$ cat config.mk
export PLATFORM = sky130hd
export DESIGN_NAME = rle_byte_decoder
export DESIGN_NICKNAME = d
export VERILOG_FILES = /design/src/rtl/rbd_pkg.sv /design/src/rtl/rbd_ctrl.sv /design/src/rtl/rbd_dp.sv /design/src/rtl/rle_byte_decoder.sv
export SDC_FILE = /design/constraint.sdc
export NUM_CORES = 1
export LEC_CHECK = 0
export ABC_AREA = 1
export BUFFER_PORTS_ARGS = -buffer_cell sky130_fd_sc_hd__buf_2
export CORE_MARGIN = 8
export CORE_UTILIZATION = 35
export DETAILED_ROUTE_END_ITERATION = 8
export PLACE_DENSITY_LB_ADDON = 0.1
export SYNTH_ARGS = -nofsm -noshare
export SYNTH_HDL_FRONTEND = slang
export SYNTH_SLANG_ARGS = --single-unit
$ cat constraint.sdc
create_clock -name clk -period 3.2 [get_ports clk]
set_input_delay 0.16 -clock clk [delete_from_list [all_inputs] [get_ports clk]]
set_output_delay 0.16 -clock clk [all_outputs]
set_load 0.01 [all_outputs]
$ cat src/rtl/rbd_pkg.sv
`timescale 1ns / 1ps

package rbd_pkg;

  localparam int BYTE_W = 8;
  localparam int CFG_W  = 16;

  // literal flag and count field of a control byte
  localparam int          LIT_BIT    = 7;
  localparam int          CNT_W      = 7;

  // result status codes
  localparam logic [1:0] ST_BUSY    = 2'd0;
  localparam logic [1:0] ST_DONE    = 2'd1;
  localparam logic [1:0] ST_OVERRUN = 2'd2;
  localparam logic [1:0] ST_TRUNC   = 2'd3;

  // result byte counts
  localparam logic [1:0] CNT_NONE = 2'd0;
  localparam logic [1:0] CNT_ONE  = 2'd1;
  localparam logic [1:0] CNT_TWO  = 2'd2;

  typedef struct packed {
    logic       load_len;
    logic       load_run;
    logic       lit_dec;
    logic       val_sub;
    logic       rpt_step;
    logic       emit;
    logic       emit_rpt;
    logic [1:0] emit_cnt;
    logic [1:0] emit_status;
    logic       emit_last;
  } rbd_cmd_t;

  typedef struct packed {
    logic exp_zero;
    logic cnt_gt_left;
    logic run_is_one;
    logic left_is_one;
    logic run_eq_left;
    logic run_ge2;
    logic run_le2;
    logic out_free;
  } rbd_stat_t;

endpackage

$ cat src/rtl/rbd_ctrl.sv
`timescale 1ns / 1ps

module rbd_ctrl
  import rbd_pkg::*;
(
  input  logic      clk,
  input  logic      rst_n,
  input  logic      in_valid,
  input  logic      in_first,
  input  logic      in_last,
  input  logic      in_lit_flag,
  output logic      in_stall,
  input  rbd_stat_t stat,
  output rbd_cmd_t  cmd
);

  localparam logic [2:0] S_IDLE = 3'd0;
  localparam logic [2:0] S_CTRL = 3'd1;
  localparam logic [2:0] S_LIT  = 3'd2;
  localparam logic [2:0] S_VAL  = 3'd3;
  localparam logic [2:0] S_RPT  = 3'd4;

  logic [2:0] state_r, state_nxt;
  logic [2:0] after_r, after_nxt;
  logic [1:0] rpt_st_r, rpt_st_nxt;
  logic       acc;
  logic [2:0] cur;

  assign in_stall = (state_r == S_RPT) || !stat.out_free;
  assign acc      = in_valid && !in_stall;
  assign cur      = in_first ? S_CTRL : state_r;

  always_comb begin
    cmd        = '0;
    state_nxt  = state_r;
    after_nxt  = after_r;
    rpt_st_nxt = rpt_st_r;
    if (acc) begin
      cmd.load_len = in_first;
      if (in_first && stat.exp_zero) begin
        cmd.emit        = 1'b1;
        cmd.emit_cnt    = CNT_NONE;
        cmd.emit_status = ST_DONE;
        cmd.emit_last   = 1'b1;
        state_nxt       = S_IDLE;
      end else begin
        unique case (cur)
          S_CTRL: begin
            if (stat.cnt_gt_left) begin
              cmd.emit        = 1'b1;
              cmd.emit_cnt    = CNT_NONE;
              cmd.emit_status = ST_OVERRUN;
              cmd.emit_last   = 1'b1;
              state_nxt       = S_IDLE;
            end else begin
              cmd.load_run = 1'b1;
              if (in_last) begin
                cmd.emit        = 1'b1;
                cmd.emit_cnt    = CNT_NONE;
                cmd.emit_status = ST_TRUNC;
                cmd.emit_last   = 1'b1;
                state_nxt       = S_IDLE;
              end else begin
                state_nxt = in_lit_flag ? S_LIT : S_VAL;
              end
            end
          end
          S_LIT: begin
            cmd.lit_dec     = 1'b1;
            cmd.emit        = 1'b1;
            cmd.emit_cnt    = CNT_ONE;
            cmd.emit_last   = 1'b1;
            cmd.emit_status = ST_BUSY;
            if (stat.run_is_one && stat.left_is_one) begin
              cmd.emit_status = ST_DONE;
              state_nxt       = S_IDLE;
            end else if (in_last) begin
              cmd.emit_status = ST_TRUNC;
              state_nxt       = S_IDLE;
            end else if (stat.run_is_one) begin
              state_nxt = S_CTRL;
            end
          end
          S_VAL: begin
            cmd.val_sub = 1'b1;
            state_nxt   = S_RPT;
            if (stat.run_eq_left) begin
              rpt_st_nxt = ST_DONE;
              after_nxt  = S_IDLE;
            end else if (in_last) begin
              rpt_st_nxt = ST_TRUNC;
              after_nxt  = S_IDLE;
            end else begin
              rpt_st_nxt = ST_BUSY;
              after_nxt  = S_CTRL;
            end
          end
          default: begin
          end
        endcase
      end
    end else if (state_r == S_RPT && stat.out_free) begin
      cmd.rpt_step    = 1'b1;
      cmd.emit        = 1'b1;
      cmd.emit_rpt    = 1'b1;
      cmd.emit_cnt    = stat.run_ge2 ? CNT_TWO : CNT_ONE;
      cmd.emit_last   = stat.run_le2;
      cmd.emit_status = stat.run_le2 ? rpt_st_r : ST_BUSY;
      if (stat.run_le2) begin
        state_nxt = after_r;
      end
    end
  end

  always_ff @(posedge clk) begin
    if (!rst_n) begin
      state_r  <= S_IDLE;
      after_r  <= S_IDLE;
      rpt_st_r <= ST_BUSY;
    end else begin
      state_r  <= state_nxt;
      after_r  <= after_nxt;
      rpt_st_r <= rpt_st_nxt;
    end
  end

endmodule

$ cat src/rtl/rbd_dp.sv
`timescale 1ns / 1ps

module rbd_dp
  import rbd_pkg::*;
#(
  parameter int LENGTH_BITS = 16
) (
  input  logic              clk,
  input  logic              rst_n,
  input  logic              cfg_wr_en,
  input  logic [CFG_W-1:0]  cfg_wr_data,
  input  logic [BYTE_W-1:0] in_byte,
  input  logic              in_first,
  input  rbd_cmd_t          cmd,
  output rbd_stat_t         stat,
  output logic              out_valid,
  input  logic              out_stall,
  output logic [BYTE_W-1:0] out_byte_first,
  output logic [BYTE_W-1:0] out_byte_second,
  output logic [1:0]        out_byte_count,
  output logic [1:0]        out_status,
  output logic              out_last_of_run
);

  logic [CFG_W-1:0]       exp_r;
  logic [LENGTH_BITS-1:0] left_r, left_nxt;
  logic [BYTE_W-1:0]      run_r, run_nxt;
  logic [BYTE_W-1:0]      val_r;
  logic                   out_valid_r;
  logic [BYTE_W-1:0]      b0_r, b1_r;
  logic [1:0]             cnt_r, status_r;
  logic                   last_r;

  logic [LENGTH_BITS-1:0] exp_len, eff_left, run_ext;
  logic [BYTE_W-1:0]      ctl_cnt, src;

  assign exp_len  = LENGTH_BITS'(exp_r);
  assign eff_left = in_first ? exp_len : left_r;
  assign ctl_cnt  = BYTE_W'(in_byte[CNT_W-1:0]) + BYTE_W'(1);
  assign run_ext  = LENGTH_BITS'(run_r);
  assign src      = cmd.emit_rpt ? val_r : in_byte;

  always_comb begin
    stat.exp_zero    = (exp_len == '0);
    stat.cnt_gt_left = (LENGTH_BITS'(ctl_cnt) > eff_left);
    stat.run_is_one  = (run_r == BYTE_W'(1));
    stat.left_is_one = (left_r == LENGTH_BITS'(1));
    stat.run_eq_left = (run_ext == left_r);
    stat.run_ge2     = (run_r >= BYTE_W'(2));
    stat.run_le2     = (run_r <= BYTE_W'(2));
    stat.out_free    = !out_valid_r || !out_stall;
  end

  always_comb begin
    left_nxt = left_r;
    run_nxt  = run_r;
    if (cmd.load_len) left_nxt = exp_len;
    if (cmd.load_run) run_nxt = ctl_cnt;
    if (cmd.lit_dec) begin
      left_nxt = left_r - LENGTH_BITS'(1);
      run_nxt  = run_r - BYTE_W'(1);
    end
    if (cmd.val_sub) left_nxt = left_r - run_ext;
    if (cmd.rpt_step) run_nxt = run_r - (stat.run_ge2 ? BYTE_W'(2) : BYTE_W'(1));
  end

  always_ff @(posedge clk) begin
    if (!rst_n) begin
      exp_r       <= '0;
      left_r      <= '0;
      run_r       <= '0;
      out_valid_r <= 1'b0;
    end else begin
      if (cfg_wr_en) exp_r <= cfg_wr_data;
      left_r <= left_nxt;
      run_r  <= run_nxt;
      if (cmd.emit) begin
        out_valid_r <= 1'b1;
      end else if (!out_stall) begin
        out_valid_r <= 1'b0;
      end
    end
  end

  always_ff @(posedge clk) begin
    if (cmd.val_sub) val_r <= in_byte;
    if (cmd.emit) begin
      b0_r     <= (cmd.emit_cnt != CNT_NONE) ? src : '0;
      b1_r     <= (cmd.emit_cnt == CNT_TWO) ? src : '0;
      cnt_r    <= cmd.emit_cnt;
      status_r <= cmd.emit_status;
      last_r   <= cmd.emit_last;
    end
  end

  assign out_valid       = out_valid_r;
  assign out_byte_first  = b0_r;
  assign out_byte_second = b1_r;
  assign out_byte_count  = cnt_r;
  assign out_status      = status_r;
  assign out_last_of_run = last_r;

endmodule

$ cat src/rtl/rle_byte_decoder.sv
`timescale 1ns / 1ps

// channel  direction  handshake             beat
// in_      input      in_valid / in_stall   in_byte, in_first, in_last
// out_     output     out_valid / out_stall byte_first, byte_second, byte_count,
//                                           status, last_of_run
// cfg_     input      cfg_wr_en             cfg_wr_data (expected_bytes)
//
// control and literal bytes pass without stall while the output register is free
// a repeat byte holds the input while its ceil(count / 2) output beats go out,
// paced by the single output register
// synchronous active-low reset returns to idle with expected_bytes at zero
// out_stall holds the output register and, through it, stalls the input

module rle_byte_decoder
  import rbd_pkg::*;
#(
  parameter int LENGTH_BITS = 16
) (
  input  logic              clk,
  input  logic              rst_n,
  input  logic              cfg_wr_en,
  input  logic [CFG_W-1:0]  cfg_wr_data,
  input  logic              in_valid,
  output logic              in_stall,
  input  logic [BYTE_W-1:0] in_byte,
  input  logic              in_first,
  input  logic              in_last,
  output logic              out_valid,
  input  logic              out_stall,
  output logic [BYTE_W-1:0] out_byte_first,
  output logic [BYTE_W-1:0] out_byte_second,
  output logic [1:0]        out_byte_count,
  output logic [1:0]        out_status,
  output logic              out_last_of_run
);

  rbd_cmd_t  cmd;
  rbd_stat_t stat;

  rbd_ctrl u_ctrl (
    .clk         (clk),
    .rst_n       (rst_n),
    .in_valid    (in_valid),
    .in_first    (in_first),
    .in_last     (in_last),
    .in_lit_flag (in_byte[LIT_BIT]),
    .in_stall    (in_stall),
    .stat        (stat),
    .cmd         (cmd)
  );

  rbd_dp #(
    .LENGTH_BITS (LENGTH_BITS)
  ) u_dp (
    .clk             (clk),
    .rst_n           (rst_n),
    .cfg_wr_en       (cfg_wr_en),
    .cfg_wr_data     (cfg_wr_data),
    .in_byte         (in_byte),
    .in_first        (in_first),
    .cmd             (cmd),
    .stat            (stat),
    .out_valid       (out_valid),
    .out_stall       (out_stall),
    .out_byte_first  (out_byte_first),
    .out_byte_second (out_byte_second),
    .out_byte_count  (out_byte_count),
    .out_status      (out_status),
    .out_last_of_run (out_last_of_run)
  );

  a_in_held: assert property (@(posedge clk) disable iff (!rst_n)
    out_valid && out_stall |-> in_stall)
    else $error("input accepted while output register is blocked");

  a_status_last: assert property (@(posedge clk) disable iff (!rst_n)
    out_valid && out_status != ST_BUSY |-> out_last_of_run)
    else $error("final status on a beat that is not last of run");

  a_empty_last: assert property (@(posedge clk) disable iff (!rst_n)
    out_valid && out_byte_count == CNT_NONE |-> out_last_of_run && out_status != ST_BUSY)
    else $error("empty beat without final status");

  a_count_range: assert property (@(posedge clk) disable iff (!rst_n)
    out_valid |-> out_byte_count != 2'd3)
    else $error("byte count out of range");

endmodule

# [Word-level counts from Yosys, hierarchy flattened]
# Cells that the tools add are included.
[word_totals] out_inout_bits=23 input_bits=31 wordCells=100 regBits=78
[op_classes] addsub=5 n_eq_ne=11 magnitude_cmp=3 n_bitwise=1 reduce_logical=18 muxes=49
[ops] op="$mux 16" n=4
[ops] op="$mux 8" n=5
[ops] op="$mux 3" n=13
[ops] op="$eq 16x1->1 const B" n=1
[ops] op="$eq 8x16->1" n=1
[ops] op="$gt 8x16->1" n=1
[ops] op="$logic_not 16->1" n=1
[ops] op="$sub 16x1->16 const B" n=1
[ops] op="$sub 16x8->16" n=1
[ops] op="$mux 5" n=3
[ops] op="$mux 1" n=14
[ops] op="$mux 2" n=6
[ops] op="$pmux 5 s2" n=1
[ops] op="$pmux 3 s3" n=1
[ops] op="$add 7x1->8 const B" n=1
[ops] op="$eq 8x1->1 const B" n=1
[ops] op="$ge 8x2->1 const B" n=1
[ops] op="$le 8x2->1 const B" n=1
[ops] op="$sub 8x1->8 const B" n=1
[ops] op="$sub 8x8->8" n=1
[ops] op="$eq 3x2->1 const B" n=2
[ops] op="$ne 6x5->1 const B" n=1
[ops] op="$reduce_bool 2->1" n=3
[ops] op="$reduce_bool 3->1" n=2
[ops] op="13 further kinds" n=20

# [Logic depth before layout (Yosys ltp)]
# Gate-level depths: netlist of run 1.
[logic_depth] depth_word=10 ltp_mapped=17 depth_no_buf=17

# [Hierarchy]
# A second synthesis of run 1 with hierarchy kept.
[unflattened] hier_cells=770 hier_area_um2=5361.4
[by_module_without_submodules] module="rbd_dp" n_inst=1 area_per_inst_um2=4764.6 seq_area_each_um2=1691.6 cells_per_inst=671
[by_module_without_submodules] module="rbd_ctrl" n_inst=1 area_per_inst_um2=596.8 seq_area_each_um2=120.1 cells_per_inst=99

# [Worst setup path before layout of run 1]
# No wires, ideal clock.
[synth_path] kind="input -> register" start="input port in_first" end="register u_dp.cnt_r[0], in the netlist u_dp.out_byte_count[0], enable pin" path_buffers=2 setup_ns=0.378 required_ns=2.822 arrival_time_ns=2.175 cell_stages=15 setup_slack_ns=0.647 path_cell_list="buf_2 -> clkbuf_1 -> o21ai_0 -> ha_1 -> nand2_1 -> nor2_1 -> nand2_1 -> nor2_1 -> nor2_1 -> nand3_2 -> nand2_1 -> nand2_1 -> nand2_1 -> nand2_1 -> nand2_1"
[synth_rtl] item="start: declaration" line="rle_byte_decoder.sv:27" source="input logic in_first,"
[synth_rtl] item="end signal: assignment" line="rbd_dp.sv:90" source="cnt_r <= cmd.emit_cnt;"
[synth_rtl] item="end: declaration" line="rbd_dp.sv:31" source="logic [1:0] cnt_r, status_r;"

==> impl_metrics.env, run 1 <==
export IMPL_power_mw=3.14
export IMPL_finalHoldWorstSlack_ns=0.0386
export IMPL_crit_slowest_cell="dfxtp_1"
export IMPL_outcome="complete, no violations"
export IMPL_routedWlPerCell_um=15.5
export IMPL_hold_viol_final=0
export IMPL_root_buffer="clkbuf_16"
export IMPL_yosys_area_share_simple_pct=27.5
export IMPL_die_height_um=138
export IMPL_final_setup_worst_slack_ns=0.738
export IMPL_syn_avg_cell_area_um2=7.19
export IMPL_setup_viol=0
export IMPL_switching_share_pct=33.4
export IMPL_ant_nets=0
export IMPL_cts_clk_slew_worst_paths_ns=0.06
export IMPL_synth_seq_cells=76
export IMPL_drtIter0Drc=288
export IMPL_slew_violations=0
export IMPL_grt_first_pass_wirelength_um=24100
export IMPL_core_area_mm2=0.0145
export IMPL_grt_pass1_vias=4740
export IMPL_cts_tree="built"
export IMPL_critPathCaptureType="register"
export IMPL_p_sw_mw=1.05
export IMPL_synth_top_cell_by_area="dfxtp_1"
export IMPL_area_growth_pct=14.1
export IMPL_wl_um=14800
export IMPL_ir_drop_mv=0.536
export IMPL_tns_ns=0
export IMPL_nets=824
export IMPL_fill_cells=1543
export IMPL_p_int_mw=2.09
export IMPL_power_density_mw_per_mm2=531
export IMPL_cts_resized=0
export IMPL_port_buffers=53
export IMPL_antenna_found_initial=0
export IMPL_p_clk_share_pct=35.4
export IMPL_cp_arrival_ns=2.49
export IMPL_drive_above_1_share_pct=13.1
export IMPL_synth_top_family_by_area="simple AND/OR/NAND/NOR gates"
export IMPL_cts_setup_buffers=0
export IMPL_syn_nets=777
export IMPL_regArea_mm2=0.00181
export IMPL_viasPerCell=5.12
export IMPL_multi_input_area_mm2=0.00292
export IMPL_routed_via_count=4893
export IMPL_crit_fanout=21
export IMPL_comb_power_share_pct=28.5
export IMPL_start_util_pct=35.7
export IMPL_dp_cells=940
export IMPL_synth_top_cells_by_count="nand2_1 (140), nor2_1 (101), inv_1 (77)"
export IMPL_crit_chain="o21ai_0 > ha_1 > nand2_1 > inv_1 > nand2_1 > nor2_1 > nor2_1 > nand3_2 > nand2_1 > nand2_1 > nand2_1 > nand2_1 > nand2_1 > buf_4"
export IMPL_critical_path_class="reg -> reg"
export IMPL_grt_util_all_layers_pct=16.4
export IMPL_firstDrtPassIters=5
export IMPL_synth_area_mm2=0.00517
export IMPL_worstHoldPathType="in -> reg"
export IMPL_period_share_pct=76.9
export IMPL_cts_buffer_depth=2
export IMPL_cap_violations=0
export IMPL_stdcell_count=956
export IMPL_post_route_util_pct=40.8
export IMPL_dpl_cell_area_mm2=0.00559
export IMPL_yosysMostFrequentCell="nand2_1"
export IMPL_cpPeakStageDelay_ns=0.38
export IMPL_clock_sinks=76
export IMPL_tightest_slew_ns=0.782
export IMPL_synth_warnings=0
export IMPL_ys_types=44
export IMPL_postLayoutCellArea_mm2=0.00591
export IMPL_route_detailed_drc=0
export IMPL_cts_hold_buf=0
export IMPL_dieArea_mm2=0.0189
export IMPL_synth_compound_area_share_pct=16.9
export IMPL_finClkSkew_ns=0.00573
export IMPL_cpMostUsedCell="nand2_1"
export IMPL_io_pins=54
export IMPL_routabilityCongestion=0.888
export IMPL_ys_seq_area_share_pct=35.0
export IMPL_hpwl_um=11200
export IMPL_synthArstFlopShare_pct=0
export IMPL_worstSetupStartpointType="register"
export IMPL_min_period_ns=2.46
export IMPL_synth_edf_count=29
export IMPL_core_rowCount=44
export IMPL_rsz0062_at_grt="false"
export IMPL_rrSetupSlack_ns=0.74
export IMPL_synthTopCellsByArea="dfxtp_1 (18%), edfxtp_1 (17%), nand2_1 (10%), nor2_1 (7.3%), o21ai_0 (6.8%)"
export IMPL_synth_xor_area_share_pct=4.40
export IMPL_synthAdderAreaFrac_pct=6.58
export IMPL_die_w_um=138
export IMPL_r2r_end="u_dp.out_byte_second[4]$_SDFFCE_PP0P_"
export IMPL_antennaDiodeCount=0
export IMPL_grt_max_degree=44
export IMPL_muxShareOfSynthArea_pct=0.967
export IMPL_min_path_cells=3
export IMPL_cts_max_level=3
export IMPL_relSlewSlack_pct=47.9
export IMPL_synthCells=720
export IMPL_clk_latency_ns=0.35
export IMPL_reg2reg_from="u_dp.left_r[3]$_SDFFE_PN0P_"
export IMPL_timing_fmax_mhz=406
export IMPL_p_leak_nw=2.73
export IMPL_grt_overflow_total=0
export IMPL_hold_end="u_dp.exp_len[8]$_SDFFE_PN0P_"
export IMPL_seq_power_share_pct=36.1
export IMPL_cts_buffers=9
export IMPL_worstPathRequired_ns=3.22
export IMPL_r2r_cells=14
export IMPL_min_delay_start="cfg_wr_data[8]"
export IMPL_dp_slack_ns=0.513
export IMPL_post_synth_top_area_fraction_pct=18.2
export IMPL_ys_flop_type="dfxtp_1"
worst max-delay path, delay by kind of cell, from the launching register on:
kind / cells / cell delay (ns)
compound gates: 1 / 0.33
flops: 1 / 0.38
simple gates: 10 / 0.81
fa+ha+maj: 1 / 0.31
buf+inv: 2 / 0.31
routing by layer:
metal	routed length, µm	global-route usage [%]
met1	6560	19.3
met3	712	4.16
met4	320	6.22
met2	7250	27.9
met5	0	0
cells by family (layout without fill, tap and decap cells):
kind of cell,count (synthesis),after routing
compound gates,158,158
xor+xnor,26,26
fa+ha+maj,26,26
buf+inv,106,158
flops,76,76
mux,5,5
simple gates,323,323
cell usage in the layout, fill, tap and decap left out, types with 7 or more instances in the layout:
cell         n
nand2_1    140
dfxtp_1     47
o211ai_1     7
edfxtp_1    29
ha_1        24
buf_4        7
nand3_1     50
o21ai_1      8
xor2_1      21
buf_2       53
a21oi_1     55
a31oi_1      8
inv_1       77
nand4_1      8
nor2_1     101
clkbuf_16    9
o21ai_0     70
flip-flops by register name, summed over array words and instances, names as in the netlist:
signal / count
u_dp.run_r: 8
u_dp.out_valid: 1
u_dp.left_r: 16
u_ctrl.rpt_st_r: 2
u_dp.out_byte_first: 8
u_ctrl.state_r: 3
u_dp.exp_len: 16
u_dp.out_last_of_run: 1
u_dp.out_status: 2
u_dp.out_byte_count: 2
u_ctrl.after_r: 1
u_dp.val_r: 8
u_dp.out_byte_second: 8
cell type report:
| class | instances | area share [%] |
|---|---|---|
| timing repair buffer | 60 | 5.38 |
| clock inverter | 4 | 1.23 |
| multi-input combinational | 538 | 49.4 |
| sequential | 76 | 30.7 |
| clock buffer | 12 | 4.17 |
| inverter | 82 | 5.25 |
| tap | 184 | 3.90 |
power groups by stage:
| stage | Sequential [mW] | Clock [mW] | Combinational [mW] |
|---|---|---|---|
| 2_1_floorplan | 1.14 | 0 | 0.663 |
| 3_3_place_gp | 1.15 | 0 | 0.879 |
| 3_5_place_dp | 1.15 | 0 | 0.889 |
| 4_1_cts | 1.13 | 1.15 | 0.895 |
| 5_1_grt | 1.14 | 1.18 | 1.03 |
| 6_report | 1.13 | 1.11 | 0.893 |
how the worst max path moves through the flow:
stage	start	endpoint	slack [ns]
2_1_floorplan	in_first	u_dp.out_byte_count[0]$_DFFE_PP_	0.65
3_3_place_gp	in_byte[0]	u_dp.out_byte_count[0]$_DFFE_PP_	0.56
3_5_place_dp	in_byte[0]	u_dp.out_byte_second[4]$_SDFFCE_PP0P_	0.51
4_1_cts	u_dp.left_r[3]$_SDFFE_PN0P_	u_dp.out_byte_second[4]$_SDFFCE_PP0P_	0.75
5_1_grt	u_dp.left_r[1]$_SDFFE_PN0P_	u_dp.out_status[0]$_DFFE_PP_	0.41
6_report	u_dp.left_r[3]$_SDFFE_PN0P_	u_dp.out_byte_second[4]$_SDFFCE_PP0P_	0.74
(Power assumes the default switching activity.)
==> inputs of run 2 (changes only) <==
==> constraint.sdc (replaced) <==
create_clock -name clk -period 2.1 [get_ports clk]
set_input_delay 0.105 -clock clk [delete_from_list [all_inputs] [get_ports clk]]
set_output_delay 0.105 -clock clk [all_outputs]
set_load 0.01 [all_outputs]
==> impl_metrics.env, run 2 (synthesized netlist as in run 1, its figures left out) <==
export IMPL_crit_fanout=5
export IMPL_stdcell_count=1047
export IMPL_finClkSkew_ns=0.00702
export IMPL_reg2reg_from="u_dp.exp_len[5]$_SDFFE_PN0P_"
export IMPL_worstPathRequired_ns=2.20
export IMPL_drive_above_1_share_pct=29.5
export IMPL_crit_path_start="u_dp.exp_len[5]$_SDFFE_PN0P_"
export IMPL_tightest_slew_ns=0.802
export IMPL_nets=915
export IMPL_wl_um=16500
export IMPL_final_cell_mix="nand2_1 (119), nor2_1 (94), buf_4 (84)"
export IMPL_grt_first_pass_wirelength_um=25900
export IMPL_grt_util_all_layers_pct=17.7
export IMPL_dp_slack_ns=-0.233
export IMPL_critical_path_class="reg -> reg"
export IMPL_die_height_um=138
export IMPL_worstHoldPathType="in -> reg"
export IMPL_cts_tree="built"
export IMPL_cts_buffers=9
export IMPL_min_period_ns=2.02
export IMPL_critPathCaptureType="register"
export IMPL_rsz0062_at_grt="true"
export IMPL_cts_max_level=3
export IMPL_routedWlPerCell_um=15.8
export IMPL_clk_latency_ns=0.35
export IMPL_final_common_cell="nand2_1"
export IMPL_routed_via_count=5300
export IMPL_min_path_cells=1
export IMPL_setup_viol=0
export IMPL_port_buffers=53
export IMPL_hpwl_um=12300
export IMPL_met2_usage_pct=31.5
export IMPL_dieArea_mm2=0.0189
export IMPL_hold_viol_final=0
export IMPL_cp_arrival_ns=2.12
export IMPL_use_met3_pct=2.59
export IMPL_grt_max_degree=44
export IMPL_die_w_um=138
export IMPL_io_pins=54
export IMPL_hold_end="u_dp.val_r[1]$_DFFE_PP_"
export IMPL_root_buffer="clkbuf_16"
export IMPL_ir_drop_mv=0.358
export IMPL_cap_violations=0
export IMPL_drtIter0Drc=211
export IMPL_viasPerCell=5.06
export IMPL_cts_buffer_depth=2
export IMPL_post_route_util_pct=47.9
export IMPL_antennaDiodeCount=0
export IMPL_ant_nets=0
export IMPL_fill_cells=1504
export IMPL_grt_use_met1_pct=20.5
export IMPL_period_share_pct=96.4
export IMPL_route_detailed_drc=0
export IMPL_core_rowCount=44
export IMPL_firstDrtPassIters=5
export IMPL_grt_overflow_total=0
export IMPL_p_leak_nw=3.20
export IMPL_r2r_cells=16
export IMPL_relSlewSlack_pct=46.5
export IMPL_area_growth_pct=34.1
export IMPL_worstSetupStartpointType="register"
export IMPL_final_setup_worst_slack_ns=0.0765
export IMPL_clock_sinks=76
export IMPL_grt_pass1_vias=5113
export IMPL_antenna_found_initial=0
export IMPL_routabilityCongestion=0.867
export IMPL_rrSetupSlack_ns=0.08
export IMPL_slew_violations=0
export IMPL_timing_fmax_mhz=494
export IMPL_start_util_pct=35.7
export IMPL_outcome="complete, no violations"
export IMPL_power_density_mw_per_mm2=733
export IMPL_cts_clk_slew_worst_paths_ns=0.06
export IMPL_r2r_end="u_dp.out_last_of_run$_DFFE_PP_"
export IMPL_busiest_layer="met2"
export IMPL_core_area_mm2=0.0145
export IMPL_dp_cells=1016
export IMPL_finalHoldWorstSlack_ns=0.0138
export IMPL_min_delay_start="in_byte[1]"
[run 2: cell types whose count changed in the layout (fill, tap and decap cells not counted), moves of 8 or more]
cell | before | now
dfxtp_1 | 47 | 39
nand2_2 | 3 | 19
nand2_1 | 140 | 119
buf_4 | 7 | 84
inv_1 | 77 | 69
o21ai_0 | 70 | 58
[run 2: what timing repair did]
item | CTS | global route
pin swaps | 8 | 19
hold buffers | 7 | 0
hold endpoints to repair | 7 | 0
setup buffers | 4 | 4
endpoints found under the setup margin | 26 | 43
cloned | 3 | 0
resized for setup | 17 | 78
[run 2: critical path, stage by stage, from the launching register on]
cell     delay, ns
dfxtp_2       0.32
inv_2         0.04
nand2_2       0.08
o21ai_4       0.08
ha_4          0.29
nand2_2       0.05
nor2_2        0.11
nand2_1       0.06
nor2_1        0.08
nor2_1        0.05
nand3_2       0.08
nand2_2       0.08
nand2_4       0.08
nand2_4       0.07
nand2_8       0.15
buf_6         0.12
nand2_2       0.03
[run 2: worst max path at each step]
stage                                            end
global placement    u_dp.out_byte_count[0]$_DFFE_PP_
finish                u_dp.out_last_of_run$_DFFE_PP_
floorplan           u_dp.out_byte_count[0]$_DFFE_PP_
detailed placement  u_dp.out_byte_count[0]$_DFFE_PP_
CTS                       u_dp.run_r[7]$_SDFFE_PN0P_
global route             u_dp.out_valid$_SDFFE_PN0P_
[run 2: routing by layer]
layer | up-vias | share of wire, %
met5 | - | 0
met4 | 0 | 3.1
met3 | 28 | 4.9
met2 | 124 | 50
met1 | 2472 | 42
li1 | 2676 | -
[run 2: final cells by class]
cell class | count | area (µm²) | share of cell area [%]
Clock inverter | 5 | 35.0 | 0.505
Inverter | 82 | 313 | 4.51
Tap cell | 184 | 230 | 3.32
Multi-Input combinational cell | 541 | 3250 | 46.9
Clock buffer | 11 | 254 | 3.66
Sequential cell | 76 | 1820 | 26.3
Timing Repair Buffer | 148 | 1030 | 14.8
[run 2: where the power goes]
part / switching (mW) / total [mW] / internal [mW]
Combinational: 1.06 / 1.85 / 0.786
Sequential: 0.0732 / 1.71 / 1.64
Clock: 0.653 / 1.53 / 0.875
[run 2: stage by stage]
| stage | power, mW | setup TNS (ns) | area (µm²) |
|---|---|---|---|
| 2_1_floorplan | 2.76 | 0 | 5210 |
| 3_3_place_gp | 3.37 | -5.00 | 6220 |
| 3_5_place_dp | 3.39 | -6.32 | 6220 |
| 4_1_cts | 4.99 | 0 | 6690 |
| 5_1_grt | 5.40 | -1.34 | 6940 |
| 6_report | 5.09 | 0 | 6940 |
==> inputs of run 3 (changes only) <==
--- a/config.mk
+++ b/config.mk
@@ -7,6 +7,7 @@
 export LEC_CHECK = 0
 export ABC_AREA = 1
 export BUFFER_PORTS_ARGS = -buffer_cell sky130_fd_sc_hd__buf_2
+export CORE_ASPECT_RATIO = 1.1
 export CORE_MARGIN = 8
 export CORE_UTILIZATION = 35
 export DETAILED_ROUTE_END_ITERATION = 8
==> constraint.sdc (replaced) <==
create_clock -name clk -period 1.7 [get_ports clk]
set_input_delay 0.085 -clock clk [delete_from_list [all_inputs] [get_ports clk]]
set_output_delay 0.085 -clock clk [all_outputs]
set_load 0.01 [all_outputs]
==> impl_metrics.env, run 3 (synthesized netlist as in run 1, its figures left out) <==
export IMPL_outcome="finished, violations left"
export IMPL_violations="setup timing"
export IMPL_die_w_um=132
export IMPL_timing_fmax_mhz=498
export IMPL_tns_ns=-10.17
export IMPL_clk_latency_ns=0.35
export IMPL_die_height_um=144
export IMPL_viasPerCell=5.01
export IMPL_hold_viol_final=0
export IMPL_cp_arrival_ns=2.07
export IMPL_start_util_pct=35.8
export IMPL_setup_viol=44
export IMPL_io_pins=54
export IMPL_p_leak_nw=3.77
export IMPL_slew_violations=0
export IMPL_core_area_mm2=0.0144
export IMPL_route_detailed_drc=0
export IMPL_cts_clk_slew_worst_paths_ns=0.07
export IMPL_drive_above_1_share_pct=44.7
export IMPL_wl_um=18200
export IMPL_final_setup_worst_slack_ns=-0.308
export IMPL_routabilityCongestion=0.905
export IMPL_grt_pass1_vias=5683
export IMPL_finClkSkew_ns=0.00909
export IMPL_cts_buffer_depth=2
export IMPL_relSlewSlack_pct=68.9
export IMPL_core_rowCount=46
export IMPL_r2r_cells=15
export IMPL_power_mw=7.35
export IMPL_worstPathRequired_ns=1.76
export IMPL_tightest_slew_ns=0.467
export IMPL_clock_sinks=76
export IMPL_nets=1005
export IMPL_worstHoldPathType="in -> reg"
export IMPL_crit_fanout=5
export IMPL_fill_cells=1327
export IMPL_worstSetupStartpointType="register"
export IMPL_cts_buffers=9
export IMPL_cts_max_level=3
export IMPL_root_buffer="clkbuf_16"
export IMPL_routed_via_count=5732
export IMPL_final_common_cell="buf_4"
export IMPL_ant_nets=0
export IMPL_rsz0062_at_grt="true"
export IMPL_grt_util_all_layers_pct=18.6
export IMPL_critPathCaptureType="register"
export IMPL_ir_drop_mv=0.383
export IMPL_min_path_cells=3
export IMPL_cap_violations=0
export IMPL_grt_first_pass_wirelength_um=28200
export IMPL_antennaDiodeCount=0
export IMPL_port_buffers=53
export IMPL_area_growth_pct=59.8
export IMPL_post_route_util_pct=57.2
export IMPL_hpwl_um=13100
export IMPL_cts_tree="built"
export IMPL_antenna_found_initial=0
export IMPL_final_cell_mix="buf_4 (149), nand2_1 (106), nor2_1 (87)"
export IMPL_dieArea_mm2=0.0189
export IMPL_grt_max_degree=24
export IMPL_period_share_pct=118
export IMPL_min_period_ns=2.01
export IMPL_drtIter0Drc=295
export IMPL_power_density_mw_per_mm2=889
export IMPL_grt_overflow_total=0
export IMPL_routedWlPerCell_um=15.9
export IMPL_firstDrtPassIters=5
export IMPL_critical_path_class="reg -> reg"
==> run 3: cell types whose count changed in the layout (fill, tap and decap cells not counted), sizes merged <==
cell | before | now
buf | 141 | 226
clkinv | 4 | 2
inv | 82 | 84
bufinv | 0 | 1
clkbuf | 11 | 12
dlygate4sd3 | 7 | 8
nand3 | 55 | 56
nor2 | 109 | 110
==> run 3: repair_timing <==
action / CTS / global route
endpoints found under the hold margin: 8 / 0
gates cloned: 4 / 3
setup buffers: 6 / 19
pin swaps: 33 / 63
hold buffers: 8 / 0
resized for setup: 85 / 114
setup endpoints to repair: 51 / 56
==> run 3: power breakdown <==
part / leakage (nW) / switching, mW / total, mW / internal [mW]
Clock: 0.157 / 0.866 / 2.12 / 1.25
Sequential: 0.668 / 0.0829 / 2.11 / 2.02
Combinational: 2.95 / 1.65 / 3.13 / 1.47
==> run 3: worst paths after layout <==
| kind | from | endpoint | slack (ns) |
|---|---|---|---|
| worst max-delay path | u_dp.exp_len[3]$_SDFFE_PN0P_ | u_dp.out_byte_second[5]$_SDFFCE_PP0P_ | -0.31 |
| worst min-delay path | cfg_wr_data[12] | u_dp.exp_len[12]$_SDFFE_PN0P_ | 0.01 |
| worst min register to register | u_ctrl.rpt_st_r[1]$_SDFFE_PN0P_ | u_ctrl.rpt_st_r[1]$_SDFFE_PN0P_ | 0.47 |
| worst max register to register | u_dp.exp_len[3]$_SDFFE_PN0P_ | u_dp.out_byte_second[5]$_SDFFCE_PP0P_ | -0.31 |
==> run 3: critical path, cell delays in order, from the launching register on <==
cell	delay, ns
dfxtp_2	0.32
inv_2	0.04
nand2_2	0.06
o21ai_2	0.07
ha_1	0.34
nand2_2	0.07
inv_2	0.04
nand2_1	0.06
nor2_1	0.04
nor2_1	0.12
nand3_2	0.10
nand2_2	0.08
nand2_2	0.07
nand2_4	0.10
nand2_8	0.10
nand2_8	0.11
==> run 3: cell type report <==
type	instances	area, µm²	share of cell area (%)
clock inverters	6	75.1	0.908
multi-input cells	543	3690	44.7
inverters	82	323	3.90
clock buffers	10	250	3.03
repair buffers	236	1830	22.2
flip-flops and latches	76	1850	22.4
well taps	192	240	2.91
==> run 3: layer usage <==
metal	track usage, %	up-vias	share of wire [%]
met5	0	-	0
met4	9.56	0	3.2
met3	2.76	37	3.1
met2	34.3	122	52
met1	20.3	2714	41
li1	-	2859	-
==> run 3: metrics by stage <==
stage          hold slack [ns]  area, µm²  setup WS, ns  std cells
3_3_place_gp             0.307       6880        -0.572       1094
3_5_place_dp             0.313       6880        -0.613       1094
5_1_grt                 0.0441       8270        -0.431       1145
4_1_cts                0.00836       7650        -0.282       1125
6_report                0.0108       8270        -0.308       1145
2_1_floorplan            0.184       5320        -0.340        720
